<file path="src/hw/rtl/kwm_pkg.sv">
// Shared types and constants for the k-way run merger.
// Used by every module of the block; depends on nothing else.
`timescale 1ns / 1ps
`default_nettype none

package kwm_pkg;

  localparam int VAL_W    = 32;  // element width
  localparam int IDX_W    = 4;   // run index width
  localparam int CNT_W    = 5;   // run count register width
  localparam int IDX_RUNS = 16;  // runs reachable by a run index

  // Input opcodes.
  localparam logic OP_PUSH    = 1'b0;
  localparam logic OP_EXHAUST = 1'b1;

  // One classified input item as it travels from the front queue to the back end.
  typedef struct packed {
    logic             op;
    logic             active;
    logic [IDX_W-1:0] run;
    logic [VAL_W-1:0] value;
  } kwm_item_t;

endpackage

`default_nettype wire

</file>
<file path="src/hw/rtl/kwm_front.sv">
// Front end of the k-way run merger: accepts input items, marks whether the
// run is active, and holds them in a two-entry queue. Depends on kwm_pkg.
`timescale 1ns / 1ps
`default_nettype none

module kwm_front
  import kwm_pkg::*;
(
  input  wire logic                    clk_i,
  input  wire logic                    rst_ni,
  input  wire logic                    start,
  output logic                         busy,
  input  wire logic                    op_i,
  input  wire logic [IDX_W-1:0]        run_index_i,
  input  wire logic signed [VAL_W-1:0] element_value_i,
  input  wire logic [CNT_W-1:0]        n_eff_i,
  output logic                         item_valid_o,
  output kwm_item_t                    item_o,
  input  wire logic                    pop_i
);

  kwm_item_t  entry_q [2];
  kwm_item_t  new_item;
  logic       wr_ptr_q, wr_ptr_d;
  logic       rd_ptr_q, rd_ptr_d;
  logic [1:0] cnt_q, cnt_d;
  logic       push;

  assign busy         = (cnt_q == 2'd2);
  assign push         = start && !busy;
  assign item_valid_o = (cnt_q != 2'd0);
  assign item_o       = entry_q[rd_ptr_q];

  always_comb begin
    new_item.op     = op_i;
    new_item.active = ({1'b0, run_index_i} < n_eff_i);
    new_item.run    = run_index_i;
    new_item.value  = element_value_i;
  end

  always_comb begin
    wr_ptr_d = wr_ptr_q;
    rd_ptr_d = rd_ptr_q;
    cnt_d    = cnt_q;
    if (push) begin
      wr_ptr_d = !wr_ptr_q;
    end
    if (pop_i && item_valid_o) begin
      rd_ptr_d = !rd_ptr_q;
    end
    case ({push, pop_i && item_valid_o})
      2'b10:   cnt_d = cnt_q + 2'd1;
      2'b01:   cnt_d = cnt_q - 2'd1;
      default: cnt_d = cnt_q;
    endcase
  end

  always_ff @(posedge clk_i or negedge rst_ni) begin
    if (!rst_ni) begin
      wr_ptr_q <= 1'b0;
      rd_ptr_q <= 1'b0;
      cnt_q    <= 2'd0;
    end else begin
      wr_ptr_q <= wr_ptr_d;
      rd_ptr_q <= rd_ptr_d;
      cnt_q    <= cnt_d;
    end
  end

  always_ff @(posedge clk_i) begin
    if (push) begin
      entry_q[wr_ptr_q] <= new_item;
    end
  end

endmodule

`default_nettype wire

</file>
<file path="src/hw/rtl/kwm_min_tree.sv">
// Registered comparison tree that finds the smallest valid head, ties going
// to the lowest index. One tree level per cycle. Depends on kwm_pkg.
`timescale 1ns / 1ps
`default_nettype none

module kwm_min_tree
  import kwm_pkg::*;
#(
  parameter int NR = 16
) (
  input  wire logic                   clk_i,
  input  wire logic                   rst_ni,
  input  wire logic [NR-1:0]          leaf_valid_i,
  input  wire logic [NR*VAL_W-1:0]    leaf_value_i,
  output logic                        root_valid_o,
  output logic [VAL_W-1:0]            root_value_o,
  output logic [$clog2(NR)-1:0]       root_idx_o
);

  localparam int LG = $clog2(NR);
  localparam int P  = 1 << LG;

  // Heap layout: node i has children 2i and 2i+1; leaves sit at P..2P-1.
  logic             nv   [1:2*P-1];
  logic [VAL_W-1:0] nval [1:2*P-1];
  logic [LG-1:0]    nidx [1:2*P-1];

  for (genvar j = 0; j < P; j++) begin : g_leaf
    if (j < NR) begin : g_used
      assign nv[P+j]   = leaf_valid_i[j];
      assign nval[P+j] = leaf_value_i[j*VAL_W +: VAL_W];
      assign nidx[P+j] = LG'(j);
    end else begin : g_pad
      assign nv[P+j]   = 1'b0;
      assign nval[P+j] = '0;
      assign nidx[P+j] = '0;
    end
  end

  for (genvar i = 1; i < P; i++) begin : g_node
    logic take_r;

    // The right child wins only when strictly smaller, so ties keep the lower run.
    assign take_r = nv[2*i+1] &&
                    (!nv[2*i] || ($signed(nval[2*i+1]) < $signed(nval[2*i])));

    always_ff @(posedge clk_i or negedge rst_ni) begin
      if (!rst_ni) begin
        nv[i] <= 1'b0;
      end else begin
        nv[i] <= nv[2*i] || nv[2*i+1];
      end
    end

    always_ff @(posedge clk_i) begin
      if (take_r) begin
        nval[i] <= nval[2*i+1];
        nidx[i] <= nidx[2*i+1];
      end else begin
        nval[i] <= nval[2*i];
        nidx[i] <= nidx[2*i];
      end
    end
  end

  assign root_valid_o = nv[1];
  assign root_value_o = nval[1];
  assign root_idx_o   = nidx[1];

endmodule

`default_nettype wire

</file>
<file path="src/hw/rtl/kwm_back.sv">
// Back end of the k-way run merger: holds the run heads and status, applies
// queued items, runs the minimum search and drives results. Depends on kwm_pkg
// and kwm_min_tree.
`timescale 1ns / 1ps
`default_nettype none

module kwm_back
  import kwm_pkg::*;
#(
  parameter int NR = 16
) (
  input  wire logic         clk_i,
  input  wire logic         rst_ni,
  input  wire logic [CNT_W-1:0] n_eff_i,
  input  wire logic         item_valid_i,
  input  wire kwm_item_t    item_i,
  output logic              pop_o,
  output logic              res_valid_o,
  output logic [VAL_W-1:0]  res_value_o,
  output logic [IDX_W-1:0]  res_run_o,
  output logic              res_done_o
);

  localparam int LG = $clog2(NR);
  localparam int CW = $clog2(LG + 1);

  localparam logic ST_IDLE   = 1'b0;
  localparam logic ST_SEARCH = 1'b1;

  logic              state_q, state_d;
  logic [CW-1:0]     cnt_q, cnt_d;
  logic [NR-1:0]     hv_q, hv_d;
  logic [NR-1:0]     fin_q, fin_d;
  logic              done_q, done_d;
  logic [VAL_W-1:0]  head_q [NR];
  logic [NR-1:0]     act;
  logic [NR*VAL_W-1:0] heads_flat;
  logic              ready_all;
  logic [LG-1:0]     widx;
  logic              wr_head;
  logic              root_valid;
  logic [VAL_W-1:0]  root_value;
  logic [LG-1:0]     root_idx;
  logic              res_valid_q, res_valid_d;
  logic [VAL_W-1:0]  res_value_q, res_value_d;
  logic [IDX_W-1:0]  res_run_q, res_run_d;
  logic              res_done_q, res_done_d;

  // An active item always has run < NR, so the narrowed index is exact.
  assign widx = item_i.run[LG-1:0];

  for (genvar g = 0; g < NR; g++) begin : g_run
    assign act[g] = (CNT_W'(g) < n_eff_i);
    assign heads_flat[g*VAL_W +: VAL_W] = head_q[g];
  end

  assign ready_all = &(hv_q | fin_q | ~act);

  kwm_min_tree #(
    .NR (NR)
  ) u_tree (
    .clk_i        (clk_i),
    .rst_ni       (rst_ni),
    .leaf_valid_i (hv_q & act),
    .leaf_value_i (heads_flat),
    .root_valid_o (root_valid),
    .root_value_o (root_value),
    .root_idx_o   (root_idx)
  );

  always_comb begin
    state_d     = state_q;
    cnt_d       = cnt_q;
    hv_d        = hv_q;
    fin_d       = fin_q;
    done_d      = done_q;
    pop_o       = 1'b0;
    wr_head     = 1'b0;
    res_valid_d = 1'b0;
    res_value_d = res_value_q;
    res_run_d   = res_run_q;
    res_done_d  = res_done_q;
    case (state_q)
      ST_IDLE: begin
        if (item_valid_i) begin
          pop_o = 1'b1;
          if (item_i.active && !fin_q[widx]) begin
            if (item_i.op == OP_PUSH) begin
              if (!hv_q[widx]) begin
                wr_head    = 1'b1;
                hv_d[widx] = 1'b1;
              end
            end else begin
              fin_d[widx] = 1'b1;
            end
          end
          state_d = ST_SEARCH;
          cnt_d   = '0;
        end
      end
      ST_SEARCH: begin
        if ((cnt_q == '0) && (done_q || !ready_all)) begin
          state_d = ST_IDLE;
        end else if (cnt_q == CW'(LG)) begin
          // The tree root has now settled on the heads left by the last update.
          res_valid_d = 1'b1;
          state_d     = ST_IDLE;
          if (root_valid) begin
            res_value_d    = root_value;
            res_run_d      = IDX_W'(root_idx);
            res_done_d     = 1'b0;
            hv_d[root_idx] = 1'b0;
          end else begin
            res_value_d = '0;
            res_run_d   = '0;
            res_done_d  = 1'b1;
            done_d      = 1'b1;
          end
        end else begin
          cnt_d = cnt_q + CW'(1);
        end
      end
      default: begin
        state_d = ST_IDLE;
      end
    endcase
  end

  always_ff @(posedge clk_i or negedge rst_ni) begin
    if (!rst_ni) begin
      state_q     <= ST_IDLE;
      cnt_q       <= '0;
      hv_q        <= '0;
      fin_q       <= '0;
      done_q      <= 1'b0;
      res_valid_q <= 1'b0;
    end else begin
      state_q     <= state_d;
      cnt_q       <= cnt_d;
      hv_q        <= hv_d;
      fin_q       <= fin_d;
      done_q      <= done_d;
      res_valid_q <= res_valid_d;
    end
  end

  always_ff @(posedge clk_i) begin
    res_value_q <= res_value_d;
    res_run_q   <= res_run_d;
    res_done_q  <= res_done_d;
    if (wr_head) begin
      head_q[widx] <= item_i.value;
    end
  end

  assign res_valid_o = res_valid_q;
  assign res_value_o = res_value_q;
  assign res_run_o   = res_run_q;
  assign res_done_o  = res_done_q;

  // Each result returns the back end to idle, so results never come back to back.
  assert property (@(posedge clk_i) disable iff (!rst_ni)
    res_valid_q |=> !res_valid_q)
    else $error("kwm_back: two results in consecutive cycles");

  // Once the final result has gone out, the stream stays closed.
  assert property (@(posedge clk_i) disable iff (!rst_ni)
    done_q |=> !res_valid_q)
    else $error("kwm_back: result after end of merged stream");

  // The run named for refill no longer holds a head.
  assert property (@(posedge clk_i) disable iff (!rst_ni)
    (res_valid_q && !res_done_q) |-> !hv_q[res_run_q[LG-1:0]])
    else $error("kwm_back: refill run still holds its head");

  // The end-of-stream result carries no element.
  assert property (@(posedge clk_i) disable iff (!rst_ni)
    (res_valid_q && res_done_q) |-> (res_value_q == '0 && res_run_q == '0 && done_q))
    else $error("kwm_back: malformed end-of-stream result");

endmodule

`default_nettype wire

</file>
<file path="src/hw/rtl/k_way_run_merger.sv">
// Top level of the k-way run merger: run count register, front queue and
// back end. Depends on kwm_pkg, kwm_front, kwm_back.
//
// Use: write the number of runs through the cfg channel (cfg_valid_i,
// cfg_data_i; cfg_ready_o is always high) while the block is idle. Then
// issue items with start; an item transfers at an edge where start is high
// and busy is low. Each item either supplies a run's next element (op 0) or
// reports the run exhausted (op 1). Once every active run holds a head or is
// finished, the block puts the smallest head on min_value_o with its run on
// refill_run_o for one cycle, marked by result_valid_o; the host then feeds
// that run again. After all runs drain, one result with merge_done_o set ends
// the stream.
// Timing: the back end handles one item at a time. An item that produces a
// result also waits for the registered min tree, which settles one level per
// cycle. With the back end idle, the strobe follows the item transfer through
// the front queue, the head update, the tree levels and the result register.
// A two-entry queue lets start be taken while the back end is busy. Reset
// clears all head-valid and finished flags and sets the run count to 1.
// The receiver cannot stall; every result must be taken in its cycle.
`timescale 1ns / 1ps
`default_nettype none

module k_way_run_merger
  import kwm_pkg::*;
#(
  parameter int MAX_RUNS = 16
) (
  input  wire logic                    clk_i,
  input  wire logic                    rst_ni,
  input  wire logic                    cfg_valid_i,
  output logic                         cfg_ready_o,
  input  wire logic [CNT_W-1:0]        cfg_data_i,
  input  wire logic                    start,
  output logic                         busy,
  input  wire logic                    op_i,
  input  wire logic [IDX_W-1:0]        run_index_i,
  input  wire logic signed [VAL_W-1:0] element_value_i,
  output logic                         result_valid_o,
  output logic signed [VAL_W-1:0]      min_value_o,
  output logic [IDX_W-1:0]             refill_run_o,
  output logic                         merge_done_o
);

  // Runs beyond the reach of a run index can never be addressed.
  localparam int NR = (MAX_RUNS < IDX_RUNS) ? MAX_RUNS : IDX_RUNS;
  localparam logic [CNT_W-1:0] RunLimit = CNT_W'(NR);

  logic [CNT_W-1:0] run_count_q;
  logic [CNT_W-1:0] n_eff;
  logic             item_valid;
  kwm_item_t        item;
  logic             pop;
  logic [VAL_W-1:0] res_value;

  assign cfg_ready_o = 1'b1;

  always_ff @(posedge clk_i or negedge rst_ni) begin
    if (!rst_ni) begin
      run_count_q <= CNT_W'(1);
    end else if (cfg_valid_i && cfg_ready_o) begin
      run_count_q <= cfg_data_i;
    end
  end

  always_comb begin
    if (run_count_q == '0) begin
      n_eff = CNT_W'(1);
    end else if (run_count_q > RunLimit) begin
      n_eff = RunLimit;
    end else begin
      n_eff = run_count_q;
    end
  end

  kwm_front u_front (
    .clk_i           (clk_i),
    .rst_ni          (rst_ni),
    .start           (start),
    .busy            (busy),
    .op_i            (op_i),
    .run_index_i     (run_index_i),
    .element_value_i (element_value_i),
    .n_eff_i         (n_eff),
    .item_valid_o    (item_valid),
    .item_o          (item),
    .pop_i           (pop)
  );

  kwm_back #(
    .NR (NR)
  ) u_back (
    .clk_i        (clk_i),
    .rst_ni       (rst_ni),
    .n_eff_i      (n_eff),
    .item_valid_i (item_valid),
    .item_i       (item),
    .pop_o        (pop),
    .res_valid_o  (result_valid_o),
    .res_value_o  (res_value),
    .res_run_o    (refill_run_o),
    .res_done_o   (merge_done_o)
  );

  assign min_value_o = $signed(res_value);

endmodule

`default_nettype wire
</file>
<file path="config.mk">
export PLATFORM = sky130hd
export DESIGN_NAME = k_way_run_merger
export DESIGN_NICKNAME = d
export VERILOG_FILES = /design/src/hw/rtl/kwm_pkg.sv /design/src/hw/rtl/kwm_front.sv /design/src/hw/rtl/kwm_min_tree.sv /design/src/hw/rtl/kwm_back.sv /design/src/hw/rtl/k_way_run_merger.sv
export SDC_FILE = /design/constraint.sdc
export NUM_CORES = 2
export LEC_CHECK = 0
export BUFFER_PORTS_ARGS = -buffer_cell sky130_fd_sc_hd__buf_2
export CORE_MARGIN = 2
export CORE_UTILIZATION = 57
export CTS_CLUSTER_DIAMETER = 200
export DETAILED_ROUTE_END_ITERATION = 8
export GPL_TIMING_DRIVEN = 0
export PLACE_DENSITY = 0.73
export SLEW_MARGIN = 5
export SYNTH_ARGS = -nofsm -noshare
export SYNTH_HDL_FRONTEND = slang
export SYNTH_SLANG_ARGS = --single-unit
</file>
<file path="constraint.sdc">
create_clock -name clk_i -period 4.3 [get_ports clk_i]
set_input_delay 0.43 -clock clk_i [delete_from_list [all_inputs] [get_ports clk_i]]
set_output_delay 0.43 -clock clk_i [all_outputs]
set_load 0.01 [all_outputs]
</file>
# Word level (Yosys, flattened, before mapping)
# Memories as Yosys holds them, arrays and structs flattened.
# Index checks and enable logic that the tools add are counted.
# totals
register_bits,633
ramBits,588
in_bits,46
elab_cells,276
memories,2
# op_classes
n_addsub,3
magnitude_cmp,37
eq_ne,12
mux,71
bitwise_logic,11
reduce_logical,82
# memory_table
memory,words,width,read_ports,rd_clocked_by_memory_dff,wr,line_no,source
u_back.head_q,16,32,16,0,1,kwm_back.sv:35,logic [VAL_W-1:0] head_q [NR];
u_front.entry_q,2,38,1,0,1,kwm_front.sv:22,kwm_item_t entry_q [2];
# ops
op,count
$lt A32 B32 Y1,15
$mux W32,15
$mux W16,7
$or A16 B16 Y16,4
$lt A4 B5 Y1 const A,8
$and A16 B16 Y16,2
$not A16 Y16,2
$pmux W16 S2,1
$logic_or A1 B1 Y1,31
$mux W1,29
$mux W4,6
$logic_and A1 B1 Y1,21
$logic_not A1 Y1,20
$lt A3 B5 Y1 const A,4
$reduce_and A16 Y1,1
$ne A2 B2 Y1 const B,7
$lt A1 B5 Y1 const A,2
$lt A2 B5 Y1 const A,2
$lt A4 B5 Y1 const B,2
$mux W5,2
$mux W3,3
$bmux W1 S4,2
$demux W1 S4,2
$ge A4 B1 Y1 const B,2
20 further kinds,26

# Logic depth before layout (Yosys ltp)
# logic_depth
word_depth,12
ltp_mapped,12
depth_no_buf,10

# Cells and area by module
# Synthesis repeated with hierarchy kept, for this count alone.
# hier_totals
cells_unflattened,3868
hier_area_um2,51469.4
# by_module_without_submodules
mod,instances,cells_per_inst,area_per_inst_um2,seq_area_each_um2
kwm_min_tree,1,2873,29011.6,10505.1
kwm_back,1,827,19160.9,17436.7
kwm_front,1,148,3067.9,2382.3
k_way_run_merger,1,20,229.0,126.4

# Worst setup path after synthesis
# OpenSTA, ideal clock, no wires.
# synth_timing
kind,register to register
startpoint,register u_front.rd_ptr_q
endpoint,"memory u_back.head_q[13][0], enable pin"
setup_ns,0.421
arrival_time_ns,3.805
required_ns,3.879
slack_ns,0.074
path_stages_with_launch,9
synth_period_minus_slack_ns,4.226
cell_sequence,dfrtp_1 -> buf_6 -> mux2i_2 -> mux4_2 -> a211oi_2 -> o211ai_2 -> nor4_4 -> nand2_1 -> nor2_1
# synth_between
elab_chain_len,10
word_cells_on_any_way,14
cone_classes,11 x mux; 2 x reduce/logical; 1 x memory
# synth_lines
item,line_no,source
start: declaration,kwm_front.sv:25,"logic rd_ptr_q, rd_ptr_d;"
start signal: assignment,kwm_front.sv:65,rd_ptr_q <= rd_ptr_d;
$mem_v2 Z2 W38 (*),-,
"$bmux W1 S4, on equally long branches","kwm_back.sv:89, kwm_back.sv:87",
"$mux W1, on equally long branches","kwm_back.sv:89, kwm_back.sv:87",
$mux W1 or $logic_not A1 Y1 (tied branches),"kwm_back.sv:89, kwm_back.sv:87",
$mux W1 or $logic_and A1 B1 Y1 (tied branches),"kwm_back.sv:88, kwm_back.sv:87",
$mux W1,kwm_back.sv:87,if (item_i.active && !fin_q[widx]) begin
$mux W1,kwm_back.sv:85,if (item_valid_i) begin
$mux W1,kwm_back.sv:83,case (state_q)
$mux W1,kwm_back.sv:151,if (wr_head) begin
$mux W1 (not written as such),kwm_back.sv:152,head_q[widx] <= item_i.value;
end: declaration,kwm_back.sv:35,
# Every way passes the cells marked *; elsewhere a longest branch is shown, timed or not. The select of a mux whose other input is x is not followed.

==> flow_summary.yaml <==
status:
  outcome: "finished clean"
yosys:
  syn_avg_cell_area_um2: 13.4
  synth_flop_cell: "edfxtp_1"
  synth_top_area_share_pct: 37.2
  synthCells: 3758
  yosys_warnings: 0
  ys_top_cells_by_area: "edfxtp_1 (37%), dfxtp_1 (20%), mux2_2 (12%)"
  synth_area_leader_cell: "edfxtp_1"
  syn_nets: 4275
  synth_commonest_cells: "edfxtp_1 (625), mux2_2 (530), dfxtp_1 (506)"
  synth-edff-count: 625
  async_reset_ff_share_pct: 5.20
  yosysMostFrequentCell: "edfxtp_1"
  ys_seq_area_share_pct: 60.4
  yosysUniqueCellTypes: 76
  synth.cell_area_um2: 50400
  ys_ff_latch: 1193
clock_network:
  htree_num_levels: 3
  root_buffer: "clkbuf_16"
  clk-insertion-delay-late_ps: 690
  cts_made_buffers: 119
  clkTransAtPathRegs_ps: 60
  clockBufferDepth: 3
  clock-sinks: 1193
  cts_tree: "yes"
critical_path:
  reg2reg_depth: 11
  endpoint_kind: "flop"
  start_kind: "flop"
  worstSetupStartpoint: "u_back.head_q[15][19]$_DFFE_PP_"
  rrSetupSlack_ps: 90
  cp-endpoint: "u_back.u_tree.nval[523]$_DFF_P_"
  r2r-end: "u_back.u_tree.nval[523]$_DFF_P_"
  critical_path_class: "reg -> reg"
  arrival_ps: 4770
  worstReg2RegStart: "u_back.head_q[15][19]$_DFFE_PP_"
  path_max_fanout: 10
  cp.required_ps: 4870
placed_design:
  port_buffers: 84
  dp_hpwl_um: 80300
  place_inst: 5027
  gp_congestion: 0.903
run:
  drv_cap: 0
sta:
  setup-violations-final: 0
  slew_headroom_pct: 17.6
  skew_ps: 28.5
  fin_crit_ps: 4210
  rsz0062_at_grt: "no"
  max_slew.worst_pin.slew_ps: 1220
  final-max-slew-violation-count: 0
  fmax_mhz: 238
  setup_tns_ps: 0
  hold_violations: 0
  final.period_utilization_pct: 97.8
final_layout:
  fill_cells: 6444
  register_area_um2: 30500
  antenna-diode-count: 0
  layout-drive-gt1-share_pct: 22.0
  final_nets: 4551
  final_cell_count_no_fill: 5303
  multi_input_area_um2: 17900
  area_growth_pct: 13.7
route:
  wirelength_um: 111000
  num_vias: 29236
  dr.pass1.iters: 7
  drc: 0
  post_drt_wl_per_cell_um: 21.0
  vias_per_cell: 5.51
  drtIter0Drc: 1749
  ant_nets: 0
power_and_ir_drop:
  netSwitchingFraction_pct: 31.3
  pwr-share-comb_pct: 27.8
  leakage_nw: 24.3
  cellPowerDensity_nw_per_um2: 648
  sequentialPowerShare_pct: 44.5
  vdd_drop_max_mv: 0.496
  clockPowerShare_pct: 27.8
  netSwitchingPower_mw: 11.6
  internal-power_mw: 25.5
global_route:
  grt_start_max_net_pins: 42
  track_usage_pct: 24.6
  gr-total-overflow: 0
  grt_pass1_vias: 29853
  antenna_found_initial: 1
  grt_pass1_wl_um: 168000
die:
  ios: 86
  fp-row-count: 109
  fp.dieW_um: 301
  die_h_um: 301
  die-area_um2: 90900
  start_util_pct: 57.3
  design.core.area_um2: 88000
min_path:
  min-delay-start: "cfg_valid_i"
  holdCritPathClass: "in -> reg"
placed cells by master (no fill, tap or decap), types with 7 or more instances in the layout:
master / n
o21ai_0: 126
and3_1: 8
nand3_1: 32
a21o_1: 109
bufinv_16: 9
clkinvlp_4: 7
a211oi_1: 30
ha_1: 471
buf_2: 110
o31ai_1: 7
and2_1: 38
o21a_1: 12
o22ai_1: 7
nand4_1: 80
clkbuf_16: 124
o211ai_1: 7
clkinv_1: 9
mux2_2: 530
clkbuf_1: 63
nor3_1: 21
nor2b_1: 25
nor4_1: 14
a2111oi_0: 14
dfxtp_1: 506
nand2b_1: 25
dfrtp_1: 61
clkinv_2: 27
nor2_4: 17
a21oi_1: 137
clkbuf_8: 12
inv_1: 499
buf_4: 12
nand2_1: 85
nor2_1: 89
dlygate4sd3_1: 43
or2_2: 12
edfxtp_1: 625
buf_12: 20
layer usage:
metal / vias up / routed length, um / global-route usage (%)
li1: 14084 / - / -
met1: 14331 / 49300 / 32.8
met2: 628 / 53000 / 41.1
met3: 191 / 4980 / 3.21
met4: 2 / 3900 / 9.41
met5: - / 13 / 0
cell families after synthesis:
| kind of cell | Yosys count | synth area share, % |
|---|---|---|
| flops | 1193 | 60.4 |
| buf+inv | 568 | 4.34 |
| mux | 541 | 12.2 |
| compound gates | 509 | 6.42 |
| fa+ha+maj | 472 | 11.7 |
| simple gates | 469 | 4.84 |
| xor+xnor | 5 | 0.0868 |
| other cells | 1 | 0.00744 |
worst min path at each step:
stage | endpoint | cells after the start
after floorplan | run_count_q[1]$_DFFE_PN0P_ | 0
after global placement | u_back.u_tree.nidx[104]$_DFF_P_ | 1
final | run_count_q[3]$_DFFE_PN0P_ | 2
after detailed placement | u_back.u_tree.nv[21]$_DFF_PN0_ | 1
after CTS | run_count_q[3]$_DFFE_PN0P_ | 2
after global routing | run_count_q[1]$_DFFE_PN0P_ | 2
power by group through the flow:
stage | Combinational [mW] | Clock (mW) | Sequential (mW)
detailed placement | 10.2 | 0 | 16.7
finish | 10.3 | 10.3 | 16.5
global route | 11.3 | 10.9 | 16.7
floorplan | 7.07 | 0 | 15.9
global placement | 9.92 | 0 | 16.6
CTS | 10.4 | 10.5 | 16.5
stage by stage:
step                power (mW)  instance area, um^2  utilization, %  setup slack (ps)  hold slack, ps
floorplan                 23.0                50400               -              74.1             134
finish                    37.1                57300            65.1              93.6             105
detailed placement        26.9                52800            60.1              13.1             369
global placement          26.6                52300            59.5             -1820             437
CTS                       37.3                57200            65.0              8.15            60.0
global route              39.0                57300            65.1              8.48            95.5
critical path: stages (launching register included):
cell,delay [ps]
edfxtp_1,410
ha_1,330
a21o_1,190
a21o_1,170
a2111oi_0,460
o21ai_0,370
a211oi_1,710
nor2_1,130
o31a_1,320
clkbuf_1,230
clkbuf_1,370
mux2_2,380
state kept, by name, summed over array words and instances (netlist names):
| name | count |
|---|---|
| u_back.cnt_q | 3 |
| u_back.res_done_o | 1 |
| u_back.fin_q | 16 |
| u_back.u_tree.nv | 14 |
| u_front.wr_ptr_q | 1 |
| u_back.res_value_o | 32 |
| u_back.u_tree.root_value_o | 32 |
| u_back.state_q | 1 |
| u_back.u_tree.nval | 448 |
| u_back.done_q | 1 |
| u_back.u_tree.root_valid_o | 1 |
| u_front.entry_q | 76 |
| u_back.u_tree.nidx | 22 |
| u_back.u_tree.root_idx_o | 4 |
| u_front.rd_ptr_q | 1 |
| u_back.hv_q | 16 |
| u_front.cnt_q | 2 |
| run_count_q | 5 |
| u_back.res_valid_o | 1 |
| u_back.res_run_o | 4 |
| u_back.head_q | 512 |
final cells by class:
cell class / count / area share, %
repair buffers: 155 / 2.33
flip-flops and latches: 1193 / 53.1
clock inverters: 60 / 0.985
clock buffers: 165 / 5.89
inverters: 499 / 3.27
plain buffers: 69 / 0.550
multi-input cells: 1997 / 31.3
well taps: 1165 / 2.54
timing repair:
| item | in CTS | in global routing |
|---|---|---|
| pin swaps | 0 | 3 |
| gates resized for setup | 1 | 2 |
| setup endpoints to repair | 7 | 69 |
| endpoints found under the hold margin | 128 | 0 |
| gates cloned | 0 | 0 |
| setup buffers | 0 | 8 |
| hold buffers | 43 | 0 |
Note: power is estimated with default switching activity, not from simulation.
